[config.mk]
export PLATFORM = sky130hd
export DESIGN_NAME = smoothed_frequency_meter_flat
export DESIGN_NICKNAME = d
export VERILOG_FILES = /design/src/hw/rtl/sfm_pkg.sv /design/src/hw/rtl/sfm_ifs.sv /design/src/hw/rtl/sfm_ctrl.sv /design/src/hw/rtl/sfm_dp.sv /design/src/hw/rtl/smoothed_frequency_meter.sv /design/src/flat_wrapper.sv
export VERILOG_INCLUDE_DIRS = /design/src /design/src/hw/rtl
export SDC_FILE = /design/constraint.sdc
export NUM_CORES = 2
export LEC_CHECK = 0
export BUFFER_PORTS_ARGS = -buffer_cell sky130_fd_sc_hd__buf_2
export CORE_MARGIN = 2
export CORE_UTILIZATION = 50
export DETAILED_ROUTE_END_ITERATION = 7
export GPL_ROUTABILITY_DRIVEN = 0
export PLACE_DENSITY = 0.66
export SLEW_MARGIN = 15
export SYNTH_ARGS = -nofsm -noshare
export SYNTH_HDL_FRONTEND = slang
export SYNTH_SLANG_ARGS = --single-unit
[constraint.sdc]
create_clock -name clock -period 32.8 [get_ports clock]
set_input_delay 1.64 -clock clock [delete_from_list [all_inputs] [get_ports clock]]
set_output_delay 1.64 -clock clock [all_outputs]
set_load 0.01 [all_outputs]
[src/hw/rtl/smoothed_frequency_meter_defines.svh]
// Assertion macros shared by the RTL files of the smoothed frequency meter.
`ifndef SMOOTHED_FREQUENCY_METER_DEFINES_SVH
`define SMOOTHED_FREQUENCY_METER_DEFINES_SVH
`ifndef SYNTHESIS
// Same-cycle implication, checked at every rising edge outside reset.
`define SFM_ASSERT_NOW(label, clk, rst, ante, cons) \
   label: assert property (@(posedge clk) disable iff (rst) (ante) |-> (cons)) \
      else $error("sfm: same-cycle property violated");
// Next-cycle implication, checked at every rising edge outside reset.
`define SFM_ASSERT_NEXT(label, clk, rst, ante, cons) \
   label: assert property (@(posedge clk) disable iff (rst) (ante) |=> (cons)) \
      else $error("sfm: next-cycle property violated");
`else
`define SFM_ASSERT_NOW(label, clk, rst, ante, cons)
`define SFM_ASSERT_NEXT(label, clk, rst, ante, cons)
`endif
`endif

[src/hw/rtl/sfm_pkg.sv]
// Shared constants and controller/datapath types of the smoothed frequency meter.
package sfm_pkg;

   localparam int STAMP_W    = 32;
   localparam int COUNT_W    = 16;
   localparam int SUM_W      = 32;
   localparam int FREQ_W     = 40;
   localparam int MOM_W      = 16;
   localparam int WIN_W      = 24;
   localparam int CSR_IDX_W  = 1;
   localparam int CSR_DATA_W = 24;
   localparam int MULT_W     = 20;
   localparam int PROD_W     = SUM_W + MULT_W;
   localparam int DIV_CNT_W  = $clog2(FREQ_W);

   localparam logic [MULT_W-1:0] US_PER_SEC = 20'd1000000;
   localparam logic [MOM_W:0]    ONE_Q16    = 17'h10000;

   localparam logic [MOM_W-1:0] MOMENTUM_RESET = 16'd58982;
   localparam logic [WIN_W-1:0] WINDOW_RESET   = 24'd30000;

   localparam logic [CSR_IDX_W-1:0] CSR_MOMENTUM = 1'b0;
   localparam logic [CSR_IDX_W-1:0] CSR_WINDOW   = 1'b1;

   localparam logic ACTION_COUNT   = 1'b0;
   localparam logic ACTION_RESTART = 1'b1;

   typedef struct packed {
      logic load_item;
      logic accumulate;
      logic mul;
      logic div_init;
      logic div_step;
      logic blend_mul;
      logic blend_sum;
      logic load_out;
   } sfm_cmd_type;

   typedef struct packed {
      logic win_closed;
      logic rate_sat;
      logic div_last;
      logic out_free;
   } sfm_stat_type;

endpackage

[src/hw/rtl/sfm_ifs.sv]
// Valid/ready channel interfaces: request items, result items and register writes.
interface sfm_req_if;
   logic                         valid;
   logic                         ready;
   logic                         action;
   logic [sfm_pkg::STAMP_W-1:0]  timestamp_us;
   logic [sfm_pkg::COUNT_W-1:0]  event_count;

   modport source (output valid, action, timestamp_us, event_count, input ready);
   modport sink   (input valid, action, timestamp_us, event_count, output ready);
endinterface

interface sfm_rsp_if;
   logic                         valid;
   logic                         ready;
   logic [sfm_pkg::FREQ_W-1:0]   frequency_q8;
   logic                         updated;

   modport source (output valid, frequency_q8, updated, input ready);
   modport sink   (input valid, frequency_q8, updated, output ready);
endinterface

interface sfm_csr_if;
   logic                            valid;
   logic                            ready;
   logic [sfm_pkg::CSR_IDX_W-1:0]   index;
   logic [sfm_pkg::CSR_DATA_W-1:0]  wdata;

   modport source (output valid, index, wdata, input ready);
   modport sink   (input valid, index, wdata, output ready);
endinterface

[src/hw/rtl/sfm_ctrl.sv]
// Controller state machine that sequences one item through the datapath.
`include "smoothed_frequency_meter_defines.svh"

module sfm_ctrl (
   input  logic                  clock,
   input  logic                  reset,
   input  logic                  req_valid,
   output logic                  req_ready,
   output sfm_pkg::sfm_cmd_type  cmd,
   input  sfm_pkg::sfm_stat_type stat
);
   import sfm_pkg::*;

   typedef enum logic [8:0] {
      ST_IDLE  = 9'b000000001,
      ST_ACC   = 9'b000000010,
      ST_CHK   = 9'b000000100,
      ST_MUL   = 9'b000001000,
      ST_DINIT = 9'b000010000,
      ST_DIV   = 9'b000100000,
      ST_BMUL  = 9'b001000000,
      ST_BSUM  = 9'b010000000,
      ST_OUT   = 9'b100000000
   } state_type;

   state_type state_ff;
   state_type state_in;

   assign req_ready = (state_ff == ST_IDLE);

   always_comb begin
      state_in = state_ff;
      cmd      = '0;
      case (state_ff)
         ST_IDLE: begin
            if (req_valid) begin
               cmd.load_item = 1'b1;
               state_in      = ST_ACC;
            end
         end
         ST_ACC: begin
            cmd.accumulate = 1'b1;
            state_in       = ST_CHK;
         end
         ST_CHK: begin
            state_in = stat.win_closed ? ST_MUL : ST_OUT;
         end
         ST_MUL: begin
            cmd.mul  = 1'b1;
            state_in = ST_DINIT;
         end
         ST_DINIT: begin
            // A rate that cannot fit in the output saturates without iterating.
            cmd.div_init = 1'b1;
            state_in     = stat.rate_sat ? ST_BMUL : ST_DIV;
         end
         ST_DIV: begin
            cmd.div_step = 1'b1;
            if (stat.div_last) begin
               state_in = ST_BMUL;
            end
         end
         ST_BMUL: begin
            cmd.blend_mul = 1'b1;
            state_in      = ST_BSUM;
         end
         ST_BSUM: begin
            cmd.blend_sum = 1'b1;
            state_in      = ST_OUT;
         end
         ST_OUT: begin
            if (stat.out_free) begin
               cmd.load_out = 1'b1;
               state_in     = ST_IDLE;
            end
         end
         default: begin
            state_in = ST_IDLE;
         end
      endcase
   end

   always_ff @(posedge clock) begin
      if (reset) begin
         state_ff <= ST_IDLE;
      end else begin
         state_ff <= state_in;
      end
   end

   `SFM_ASSERT_NOW(a_load_out_free, clock, reset, cmd.load_out, stat.out_free)
   `SFM_ASSERT_NEXT(a_div_to_blend, clock, reset, cmd.div_step && stat.div_last, state_ff == ST_BMUL)
   `SFM_ASSERT_NEXT(a_open_window, clock, reset, (state_ff == ST_CHK) && !stat.win_closed, state_ff == ST_OUT)

endmodule

[src/hw/rtl/sfm_dp.sv]
// Datapath: accumulators, rate multiplier, shift-subtract divider, blend and result register.
`include "smoothed_frequency_meter_defines.svh"

module sfm_dp #(
   parameter int FREQ_FRAC_BITS = 8
) (
   input  logic                         clock,
   input  logic                         reset,
   input  sfm_pkg::sfm_cmd_type         cmd,
   output sfm_pkg::sfm_stat_type        stat,
   input  logic                         item_action,
   input  logic [sfm_pkg::STAMP_W-1:0]  item_stamp,
   input  logic [sfm_pkg::COUNT_W-1:0]  item_count,
   input  logic [sfm_pkg::MOM_W-1:0]    momentum,
   input  logic [sfm_pkg::WIN_W-1:0]    window,
   output logic                         rsp_valid,
   input  logic                         rsp_ready,
   output logic [sfm_pkg::FREQ_W-1:0]   rsp_freq,
   output logic                         rsp_updated
);
   import sfm_pkg::*;

   localparam int NUM_W = PROD_W + FREQ_FRAC_BITS;
   localparam int TOP_W = NUM_W - FREQ_W;
   localparam int MIX_W = FREQ_W + MOM_W + 1;

   // Item registers.
   logic               action_ff, action_in;
   logic [STAMP_W-1:0] stamp_ff, stamp_in;
   logic [COUNT_W-1:0] count_ff, count_in;

   // Kept state.
   logic [STAMP_W-1:0] last_stamp_ff, last_stamp_in;
   logic [SUM_W-1:0]   count_sum_ff, count_sum_in;
   logic [SUM_W-1:0]   time_sum_ff, time_sum_in;
   logic [FREQ_W-1:0]  smoothed_ff, smoothed_in;
   logic               upd_ff, upd_in;

   // Rate computation.
   logic [PROD_W-1:0]    num_ff, num_in;
   logic [SUM_W-1:0]     rem_ff, rem_in;
   logic [FREQ_W-1:0]    quo_ff, quo_in;
   logic [DIV_CNT_W-1:0] step_ff, step_in;
   logic [MIX_W-2:0]     p_old_ff, p_old_in;
   logic [MIX_W-1:0]     p_new_ff, p_new_in;

   // Result register.
   logic              out_valid_ff, out_valid_in;
   logic [FREQ_W-1:0] out_freq_ff, out_freq_in;
   logic              out_upd_ff, out_upd_in;

   logic [SUM_W-1:0]  elapsed;
   logic [SUM_W:0]    tsum_wide;
   logic [SUM_W:0]    csum_wide;
   logic [NUM_W-1:0]  num_sh;
   logic [TOP_W-1:0]  num_top;
   logic              top_ge;
   logic [SUM_W:0]    rem_sh;
   logic              rem_ge;
   logic [SUM_W:0]    rem_diff;
   logic [MIX_W-1:0]  mix_sum;

   assign elapsed   = stamp_ff - last_stamp_ff;
   assign tsum_wide = {1'b0, time_sum_ff} + {1'b0, elapsed};
   assign csum_wide = {1'b0, count_sum_ff} + (SUM_W + 1)'(count_ff);

   // The scaled numerator; its bits above the quotient width form the first
   // partial remainder, and a quotient bit there means saturation.
   assign num_sh  = NUM_W'(num_ff) << FREQ_FRAC_BITS;
   assign num_top = num_sh[NUM_W-1:FREQ_W];
   assign top_ge  = SUM_W'(num_top) >= time_sum_ff;

   // The numerator's low bits travel through quo_ff and are replaced by
   // quotient bits, one per step.
   assign rem_sh   = {rem_ff, quo_ff[FREQ_W-1]};
   assign rem_ge   = rem_sh >= {1'b0, time_sum_ff};
   assign rem_diff = rem_sh - {1'b0, time_sum_ff};

   assign mix_sum = {1'b0, p_old_ff} + p_new_ff;

   assign stat.win_closed = time_sum_ff > SUM_W'(window);
   assign stat.rate_sat   = top_ge;
   assign stat.div_last   = (step_ff == DIV_CNT_W'(FREQ_W - 1));
   assign stat.out_free   = !out_valid_ff || rsp_ready;

   assign rsp_valid   = out_valid_ff;
   assign rsp_freq    = out_freq_ff;
   assign rsp_updated = out_upd_ff;

   always_comb begin
      action_in     = action_ff;
      stamp_in      = stamp_ff;
      count_in      = count_ff;
      last_stamp_in = last_stamp_ff;
      count_sum_in  = count_sum_ff;
      time_sum_in   = time_sum_ff;
      smoothed_in   = smoothed_ff;
      upd_in        = upd_ff;
      num_in        = num_ff;
      rem_in        = rem_ff;
      quo_in        = quo_ff;
      step_in       = step_ff;
      p_old_in      = p_old_ff;
      p_new_in      = p_new_ff;
      out_valid_in  = out_valid_ff;
      out_freq_in   = out_freq_ff;
      out_upd_in    = out_upd_ff;

      if (cmd.load_item) begin
         action_in = item_action;
         stamp_in  = item_stamp;
         count_in  = item_count;
      end

      if (cmd.accumulate) begin
         upd_in        = 1'b0;
         last_stamp_in = stamp_ff;
         if (action_ff == ACTION_RESTART) begin
            count_sum_in = '0;
            time_sum_in  = '0;
         end else begin
            time_sum_in  = tsum_wide[SUM_W] ? '1 : tsum_wide[SUM_W-1:0];
            count_sum_in = csum_wide[SUM_W] ? '1 : csum_wide[SUM_W-1:0];
         end
      end

      if (cmd.mul) begin
         num_in = PROD_W'(count_sum_ff) * PROD_W'(US_PER_SEC);
      end

      if (cmd.div_init) begin
         step_in = '0;
         if (top_ge) begin
            rem_in = '0;
            quo_in = '1;
         end else begin
            rem_in = SUM_W'(num_top);
            quo_in = num_sh[FREQ_W-1:0];
         end
      end

      if (cmd.div_step) begin
         rem_in  = rem_ge ? rem_diff[SUM_W-1:0] : rem_sh[SUM_W-1:0];
         quo_in  = {quo_ff[FREQ_W-2:0], rem_ge};
         step_in = step_ff + DIV_CNT_W'(1);
      end

      if (cmd.blend_mul) begin
         p_old_in = (MIX_W - 1)'(smoothed_ff) * (MIX_W - 1)'(momentum);
         p_new_in = MIX_W'(quo_ff) * MIX_W'(ONE_Q16 - {1'b0, momentum});
      end

      if (cmd.blend_sum) begin
         smoothed_in  = mix_sum[MOM_W +: FREQ_W];
         count_sum_in = '0;
         time_sum_in  = '0;
         upd_in       = 1'b1;
      end

      if (cmd.load_out) begin
         out_valid_in = 1'b1;
         out_freq_in  = smoothed_ff;
         out_upd_in   = upd_ff;
      end else if (rsp_ready) begin
         out_valid_in = 1'b0;
      end
   end

   always_ff @(posedge clock) begin
      if (reset) begin
         last_stamp_ff <= '0;
         count_sum_ff  <= '0;
         time_sum_ff   <= '0;
         smoothed_ff   <= '0;
         upd_ff        <= 1'b0;
         out_valid_ff  <= 1'b0;
      end else begin
         last_stamp_ff <= last_stamp_in;
         count_sum_ff  <= count_sum_in;
         time_sum_ff   <= time_sum_in;
         smoothed_ff   <= smoothed_in;
         upd_ff        <= upd_in;
         out_valid_ff  <= out_valid_in;
      end
   end

   always_ff @(posedge clock) begin
      action_ff   <= action_in;
      stamp_ff    <= stamp_in;
      count_ff    <= count_in;
      num_ff      <= num_in;
      rem_ff      <= rem_in;
      quo_ff      <= quo_in;
      step_ff     <= step_in;
      p_old_ff    <= p_old_in;
      p_new_ff    <= p_new_in;
      out_freq_ff <= out_freq_in;
      out_upd_ff  <= out_upd_in;
   end

   `SFM_ASSERT_NOW(a_rem_below_divisor, clock, reset, cmd.div_step, rem_ff < time_sum_ff)
   `SFM_ASSERT_NEXT(a_sums_cleared, clock, reset, cmd.blend_sum, (count_sum_ff == '0) && (time_sum_ff == '0))

endmodule

[src/hw/rtl/smoothed_frequency_meter.sv]
// Top level of the smoothed frequency meter: register file, controller and datapath.
//
//   channel   direction  handshake      payload
//   req_bus   in         valid / ready  action, timestamp_us, event_count
//   rsp_bus   out        valid / ready  frequency_q8, updated
//   csr_bus   in         valid / ready  index, wdata (always ready)
//
// An item that leaves the window open, or a restart item, passes from acceptance
// through the accumulate, check and output states; one that closes the window also
// passes the multiply, shift-subtract divider and blend states; the divider is skipped on saturation.
// Reset clears the accumulators, the last stamp, the frequency and the result
// valid flag, and loads the register defaults; the block is ready at once.
// A waiting result does not stop the next item being accepted; only the
// hand-over of that next result waits for the result register to free up.
module smoothed_frequency_meter #(
   parameter int FREQ_FRAC_BITS = 8
) (
   input logic         clock,
   input logic         reset,
   sfm_req_if.sink     req_bus,
   sfm_rsp_if.source   rsp_bus,
   sfm_csr_if.sink     csr_bus
);
   import sfm_pkg::*;

   logic [MOM_W-1:0] momentum_ff, momentum_in;
   logic [WIN_W-1:0] window_ff, window_in;

   sfm_cmd_type  cmd;
   sfm_stat_type stat;

   assign csr_bus.ready = 1'b1;

   always_comb begin
      momentum_in = momentum_ff;
      window_in   = window_ff;
      if (csr_bus.valid) begin
         case (csr_bus.index)
            CSR_MOMENTUM: momentum_in = csr_bus.wdata[MOM_W-1:0];
            CSR_WINDOW:   window_in   = csr_bus.wdata[WIN_W-1:0];
            default: begin
               momentum_in = momentum_ff;
            end
         endcase
      end
   end

   always_ff @(posedge clock) begin
      if (reset) begin
         momentum_ff <= MOMENTUM_RESET;
         window_ff   <= WINDOW_RESET;
      end else begin
         momentum_ff <= momentum_in;
         window_ff   <= window_in;
      end
   end

   sfm_ctrl u_ctrl (
      .clock     (clock),
      .reset     (reset),
      .req_valid (req_bus.valid),
      .req_ready (req_bus.ready),
      .cmd       (cmd),
      .stat      (stat)
   );

   sfm_dp #(
      .FREQ_FRAC_BITS (FREQ_FRAC_BITS)
   ) u_dp (
      .clock       (clock),
      .reset       (reset),
      .cmd         (cmd),
      .stat        (stat),
      .item_action (req_bus.action),
      .item_stamp  (req_bus.timestamp_us),
      .item_count  (req_bus.event_count),
      .momentum    (momentum_ff),
      .window      (window_ff),
      .rsp_valid   (rsp_bus.valid),
      .rsp_ready   (rsp_bus.ready),
      .rsp_freq    (rsp_bus.frequency_q8),
      .rsp_updated (rsp_bus.updated)
   );

endmodule
[src/flat_wrapper.sv]
// flat-port wrapper written by rule: the top's interface ports become plain ports
module smoothed_frequency_meter_flat import sfm_pkg::*;
#(
   parameter int FREQ_FRAC_BITS = 8
)
  (clock, reset, req_bus_valid, req_bus_action, req_bus_timestamp_us, req_bus_event_count, req_bus_ready, rsp_bus_valid, rsp_bus_frequency_q8, rsp_bus_updated, rsp_bus_ready, csr_bus_valid, csr_bus_index, csr_bus_wdata, csr_bus_ready);
  sfm_req_if req_bus_i ();
  sfm_rsp_if rsp_bus_i ();
  sfm_csr_if csr_bus_i ();
  input logic clock;
  input logic reset;
  input wire logic [$bits(req_bus_i.valid)-1:0] req_bus_valid;
  input wire logic [$bits(req_bus_i.action)-1:0] req_bus_action;
  input wire logic [$bits(req_bus_i.timestamp_us)-1:0] req_bus_timestamp_us;
  input wire logic [$bits(req_bus_i.event_count)-1:0] req_bus_event_count;
  output wire logic [$bits(req_bus_i.ready)-1:0] req_bus_ready;
  output wire logic [$bits(rsp_bus_i.valid)-1:0] rsp_bus_valid;
  output wire logic [$bits(rsp_bus_i.frequency_q8)-1:0] rsp_bus_frequency_q8;
  output wire logic [$bits(rsp_bus_i.updated)-1:0] rsp_bus_updated;
  input wire logic [$bits(rsp_bus_i.ready)-1:0] rsp_bus_ready;
  input wire logic [$bits(csr_bus_i.valid)-1:0] csr_bus_valid;
  input wire logic [$bits(csr_bus_i.index)-1:0] csr_bus_index;
  input wire logic [$bits(csr_bus_i.wdata)-1:0] csr_bus_wdata;
  output wire logic [$bits(csr_bus_i.ready)-1:0] csr_bus_ready;
  assign req_bus_i.valid = req_bus_valid;
  assign req_bus_i.action = req_bus_action;
  assign req_bus_i.timestamp_us = req_bus_timestamp_us;
  assign req_bus_i.event_count = req_bus_event_count;
  assign req_bus_ready = req_bus_i.ready;
  assign rsp_bus_valid = rsp_bus_i.valid;
  assign rsp_bus_frequency_q8 = rsp_bus_i.frequency_q8;
  assign rsp_bus_updated = rsp_bus_i.updated;
  assign rsp_bus_i.ready = rsp_bus_ready;
  assign csr_bus_i.valid = csr_bus_valid;
  assign csr_bus_i.index = csr_bus_index;
  assign csr_bus_i.wdata = csr_bus_wdata;
  assign csr_bus_ready = csr_bus_i.ready;
  smoothed_frequency_meter #(.FREQ_FRAC_BITS(FREQ_FRAC_BITS)) u_core (.clock(clock), .reset(reset), .req_bus(req_bus_i), .rsp_bus(rsp_bus_i), .csr_bus(csr_bus_i));
endmodule
Word-level counts from Yosys, hierarchy flattened
Index checks and enable logic that the tools add are counted.
{ "word_totals": {"regBits": 513, "output_inout_bits": 44, "wordCells": 89} }
{ "op_classes": {"addsub": 7, "multipliers": 3, "n_lt_le_gt_ge": 3, "n_eq_ne": 13, "muxes": 33, "bitwise_logic": 1, "reduce_logical": 9} }
{ "op_table": {"columns": ["operator", "count"], "rows": [
  ["32-bit two-way mux", 7],
  ["40-bit two-way mux", 3],
  ["9-bit one-hot mux with 9 select lines", 1],
  ["32-bit subtractor", 2],
  ["56-bit adder", 1],
  ["40-bit by 16-bit multiplier with 56-bit output", 1],
  ["41-bit by 18-bit multiplier with 56-bit output", 1],
  ["32-bit by 14-bit multiplier with 46-bit output (second input constant)", 1],
  ["9-bit two-way mux", 4],
  ["32-bit by 16-bit adder with 33-bit output", 1],
  ["32-bit by 32-bit adder with 33-bit output", 1],
  ["33-bit by 32-bit >= comparator with 1-bit output", 1],
  ["20-bit by 32-bit >= comparator with 1-bit output", 1],
  ["32-bit by 24-bit greater-than comparator with 1-bit output", 1],
  ["20-bit two-way mux", 1],
  ["17-bit by 16-bit subtractor with 18-bit output (first input constant)", 1],
  ["1-bit two-way mux", 14],
  ["6-bit two-way mux", 2],
  ["9-bit by 1-bit == test with 1-bit output (second input constant)", 1],
  ["9-bit by 2-bit == test with 1-bit output (second input constant)", 1],
  ["9-bit by 3-bit == test with 1-bit output (second input constant)", 1],
  ["9-bit by 4-bit == test with 1-bit output (second input constant)", 1],
  ["9-bit by 5-bit == test with 1-bit output (second input constant)", 1],
  ["9-bit by 6-bit == test with 1-bit output (second input constant)", 1],
  ["15 further kinds", 19]
]} }

Longest topological paths before layout
{ "depth": {"word_depth": 5, "mapped_depth": 37} }

Cells and area by module
Synthesis repeated with hierarchy kept, for this count alone.
{ "hier_totals": {"hier_cells": 8194, "area_unflattened_um2": 75557.5} }
{ "by_module_without_submodules": {"columns": ["module", "n_inst", "cells_each", "area_per_inst_um2"], "rows": [
  ["sfm_dp", 1, 7953, 73216.5],
  ["smoothed_frequency_meter", 1, 170, 1739.2],
  ["sfm_ctrl", 1, 71, 601.8]
]} }

Least setup slack after synthesis
Ideal clock, no wire load.
{ "synth_timing": {"kind": "reg-to-reg", "start": "register u_core.u_ctrl.state_ff[1]", "end": "register u_core.u_ctrl.state_ff[0]", "t_arrival_ps": 10351, "path_slack_ps": 22325, "stages_incl_launch_ff": 8, "period_less_slack_ps": 10475, "path_cell_list": "dfxtp_1 clkbuf_1 nor4_1 nand2_1 nor3b_1 inv_1 a41oi_1 o21bai_1"} }
{ "synth_via": {"elab_chain_cells": 3, "elab_cells_between_ends": 14, "classes_between": "eq/ne (12); mux (1); reduce/logical (1)"} }
{ "synth_rtl": {"columns": ["element", "line", "text"], "rows": [
  ["from (decl)", "sfm_ctrl.sv:26", "state_type state_ff;"],
  ["from (signal assigned)", "sfm_ctrl.sv:87", "state_ff <= state_in;"],
  ["9-bit by 6-bit == test with 1-bit output (tied with other cells)", "sfm_ctrl.sv:34", "case (state_ff)"],
  ["2-bit by 1-bit inequality test with 1-bit output (no line) / 2-bit inequality test (equally long branches)", null, null],
  ["3-bit AND reduction (no line)", null, null]
]} }
Parallel ways exist; a longest one is shown, timed or not.
A chain may end at the register's enable or synchronous reset.

Worst setup path after layout
{ "layout_timing": {"start": "register u_core.momentum_ff[0]", "end": "register u_core.u_dp.p_new_ff[47] (data pin)"} }
{ "layout_via": {"elab_chain_cells": 2} }
{ "layout_rtl": {"columns": ["element", "line", "text"], "rows": [
  ["from (decl)", "smoothed_frequency_meter.sv:26", "logic [MOM_W-1:0] momentum_ff, momentum_in;"],
  ["from (signal assigned)", "smoothed_frequency_meter.sv:53", "momentum_ff <= momentum_in;"],
  ["17-bit by 16-bit subtractor with 18-bit output", "sfm_dp.sv:150", "p_new_in = MIX_W'(quo_ff) * MIX_W'(ONE_Q16 - {1'b0, momentum});"],
  ["41-bit by 18-bit multiplier with 56-bit output", "sfm_dp.sv:150", null],
  ["to (signal assigned)", "sfm_dp.sv:196", "p_new_ff <= p_new_in;"],
  ["to (decl)", "sfm_dp.sv:45", "logic [MIX_W-1:0] p_new_ff, p_new_in;"]
]} }
Every way passes these cells.

==> run metrics <==
synthesis-stage register bit count 513; synth warn 0; Overall Power 4.10 mW; post-synth cell types 95; Synth area leader fa_1; PD cells 51.2 nW/um^2; max_slew headroom 19.5%; EDFF count, synth 326; largest net degree at the start of global routing 80; crit path DAT 10.56 ns; Nets 10200; CP max-delay cell a211oi_1; placed instance area 78000 sq um; f_max 0.0987 GHz; Final Hold Viols 0; Synth area leaders fa_1, edfxtp_1, ha_1; run status finished, final reports clean; Post-synth ARST share 0%; vias in the first global route 58800; initial core utilization 50.4%; GRT Overall Usage 26.4%; Clock power frac 17.1%; total grt overflow 0; Hold WS 0.451 ns; site row count 142; Hold WC Path Type reg -> reg; register area share after synthesis 17.9%; Top FF cell, synth edfxtp_1; deepest clock path buffer count 3; Core Box Area 150000 sq um; Root Buffer clkbuf_16; via/cell ratio 5.49; Synth top cells by count inv_1, nand2_1, fa_1, ha_1, and2_1; DRT iter0 DRCs 3930; Mapped Cells 8305; net switching power 1.90 mW; Non-Filler Instances 10300; count leader, synth inv_1; Layout fillers 13600; Syn-to-layout area delta 6.19%; final worst setup slack 22.66 ns; Inst Count DP 10100; H-tree levels 2; peak supply drop 0.0821 mV; CTS tree built; Pint 2.20 mW; Critical Path RT 33.22 ns; minimum clock period 10.14 ns; drc violations 0; sequential share of power 20.6%; RSZ-0062 raised after global routing false; antenna violations before repair 2; Mapped Area 75400 sq um; DIE WIDTH 392 um; router iterations before antenna repair 6; logic gate share of total power 62.4%; Net Sw Frac 46.3%; crit end category flip-flop; CTS sink count 513; syn_area_per_cell 9.08 sq um; final instance area 80100 sq um; final setup fails 0; Synth top area share 32.9%; pins over their slew limit 0; FF+latch area 13600 sq um; kind of critical path reg -> reg; fraction of layout cells with a size suffix above 1 4.92%; via count 56400; # port buffers 121; MaxCap Viol Count 0; Total Die Area 154000 sq um; Final Cycle Share 30.9%; Total Neg Setup Slack 0 ns; Pleak 37.6 nW; Avg WL per Cell 19.3 um; hold-fix buffers at CTS 0; Setup Fix Bufs, Post-CTS 0; remaining antenna violation count 0; Worst-Margin Slew 1.21 ns; CTS buffer count 61; clk_skew 0.0666 ns; Die Span Y 392 um; post-CTS sizing 0; pre-CTS setup slack 22.78 ns; Worst path max stage delay 0.56 ns; Total Wirelength 198 mm; critical path peak fanout 70; CP Launch Type flip-flop; footprint of the multi-input gates 54700 sq um; first-pass GRT wire length 320 mm; Syn Nets 10300; Most common cell on crit path fa_1; DPL Wire Length 153 mm; post-layout util 53.5%; clk slew on worst S/H paths 0.06 ns; Worst-Skew Late Latency 0.72 ns; IO Pins 123
[power groups by stage]
stage                     Sequential, mW  Combinational, mW  Clock, mW
after floorplan                    0.845               1.83          0
after global placement             0.856               2.46          0
after detailed placement           0.856               2.51          0
after CTS                          0.843               2.53      0.714
after global routing               0.845               2.84      0.738
final                              0.843               2.56      0.699
[cells by family after synthesis]
group | after synthesis | share of synthesized area, %
simple gates | 2431 | 14.9
buf+inv | 1978 | 9.87
fa+ha+maj | 1903 | 43.9
compound gates | 1161 | 9.67
flops | 513 | 17.9
xor+xnor | 290 | 3.37
mux | 28 | 0.375
other cells | 1 | 0.00497
[worst max-delay path: cells and delay by family, from the launching register on]
| family | cells | cell delay (ns) |
|---|---|---|
| AO/OA/AOI/OAI | 8 | 2.11 |
| XOR/XNOR | 1 | 0.18 |
| adder cells (fa/ha/maj) | 8 | 3.45 |
| buffers and inverters | 8 | 1.51 |
| flip-flops | 1 | 0.41 |
| AND/OR/NAND/NOR | 9 | 2.11 |
[layout by cell type (no fill, tap or decap), types with 26 or more instances in the layout]
cell,Yosys,routed
and3_1,71,70
xnor2_1,187,178
buf_4,3,100
inv_1,1581,1580
nand3_1,90,89
nand4_1,61,61
ha_1,665,665
clkbuf_16,0,61
buf_2,4,120
nor2_1,243,240
nor3_1,49,48
mux2i_1,26,26
dfxtp_1,187,173
xor2_1,103,98
nor2b_1,44,42
fa_1,1238,1238
o21bai_1,51,51
nand2_1,1324,1324
o21a_1,39,39
o21ai_0,224,224
nand2b_1,32,32
a21oi_1,407,407
a31oi_1,43,43
a211oi_1,40,40
edfxtp_1,326,326
a21o_1,175,175
and2_1,413,413
[metal layers]
layer,vias up,share of wire (%),global-route usage (%),routed length [um]
li1,25900,-,-,-
met1,28200,42,34.8,83200
met2,1900,48,44.3,94200
met3,353,7.0,4.40,13800
met4,4,3.5,8.38,6880
met5,-,0.017,0,34
[worst paths after layout]
path                                                  from                                        to  slack [ns]  cells after the start
hold reg to reg   u_core.u_dp.smoothed_ff[22]$_SDFFE_PP0P_  u_core.u_dp.smoothed_ff[22]$_SDFFE_PP0P_        0.45                      2
setup reg to reg        u_core.momentum_ff[0]$_SDFFE_PP0P_        u_core.u_dp.p_new_ff[47]$_DFFE_PN_       22.66                     34
setup / recovery        u_core.momentum_ff[0]$_SDFFE_PP0P_        u_core.u_dp.p_new_ff[47]$_DFFE_PN_       22.66                     34
hold / removal    u_core.u_dp.smoothed_ff[22]$_SDFFE_PP0P_  u_core.u_dp.smoothed_ff[22]$_SDFFE_PP0P_        0.45                      2
[layout make-up]
| cell class | instances | area share [%] |
|---|---|---|
| multi-input combinational | 5814 | 68.2 |
| sequential | 513 | 16.9 |
| inverter | 1581 | 7.41 |
| tap | 2016 | 3.15 |
| clock buffer | 80 | 2.07 |
| timing repair buffer | 221 | 1.71 |
| clock inverter | 36 | 0.500 |
| antenna | 2 | 0.00625 |
[state kept, by name (all words and copies together), names as in the netlist, 40 cells and up]
signal,cells
u_core.u_dp.num_ff,46
u_core.u_dp.rsp_freq,40
u_core.u_dp.p_new_ff,56
u_core.u_dp.quo_ff,40
u_core.u_dp.p_old_ff,56
u_core.u_dp.smoothed_ff,40
Note: power is estimated with default switching activity, not from simulation.
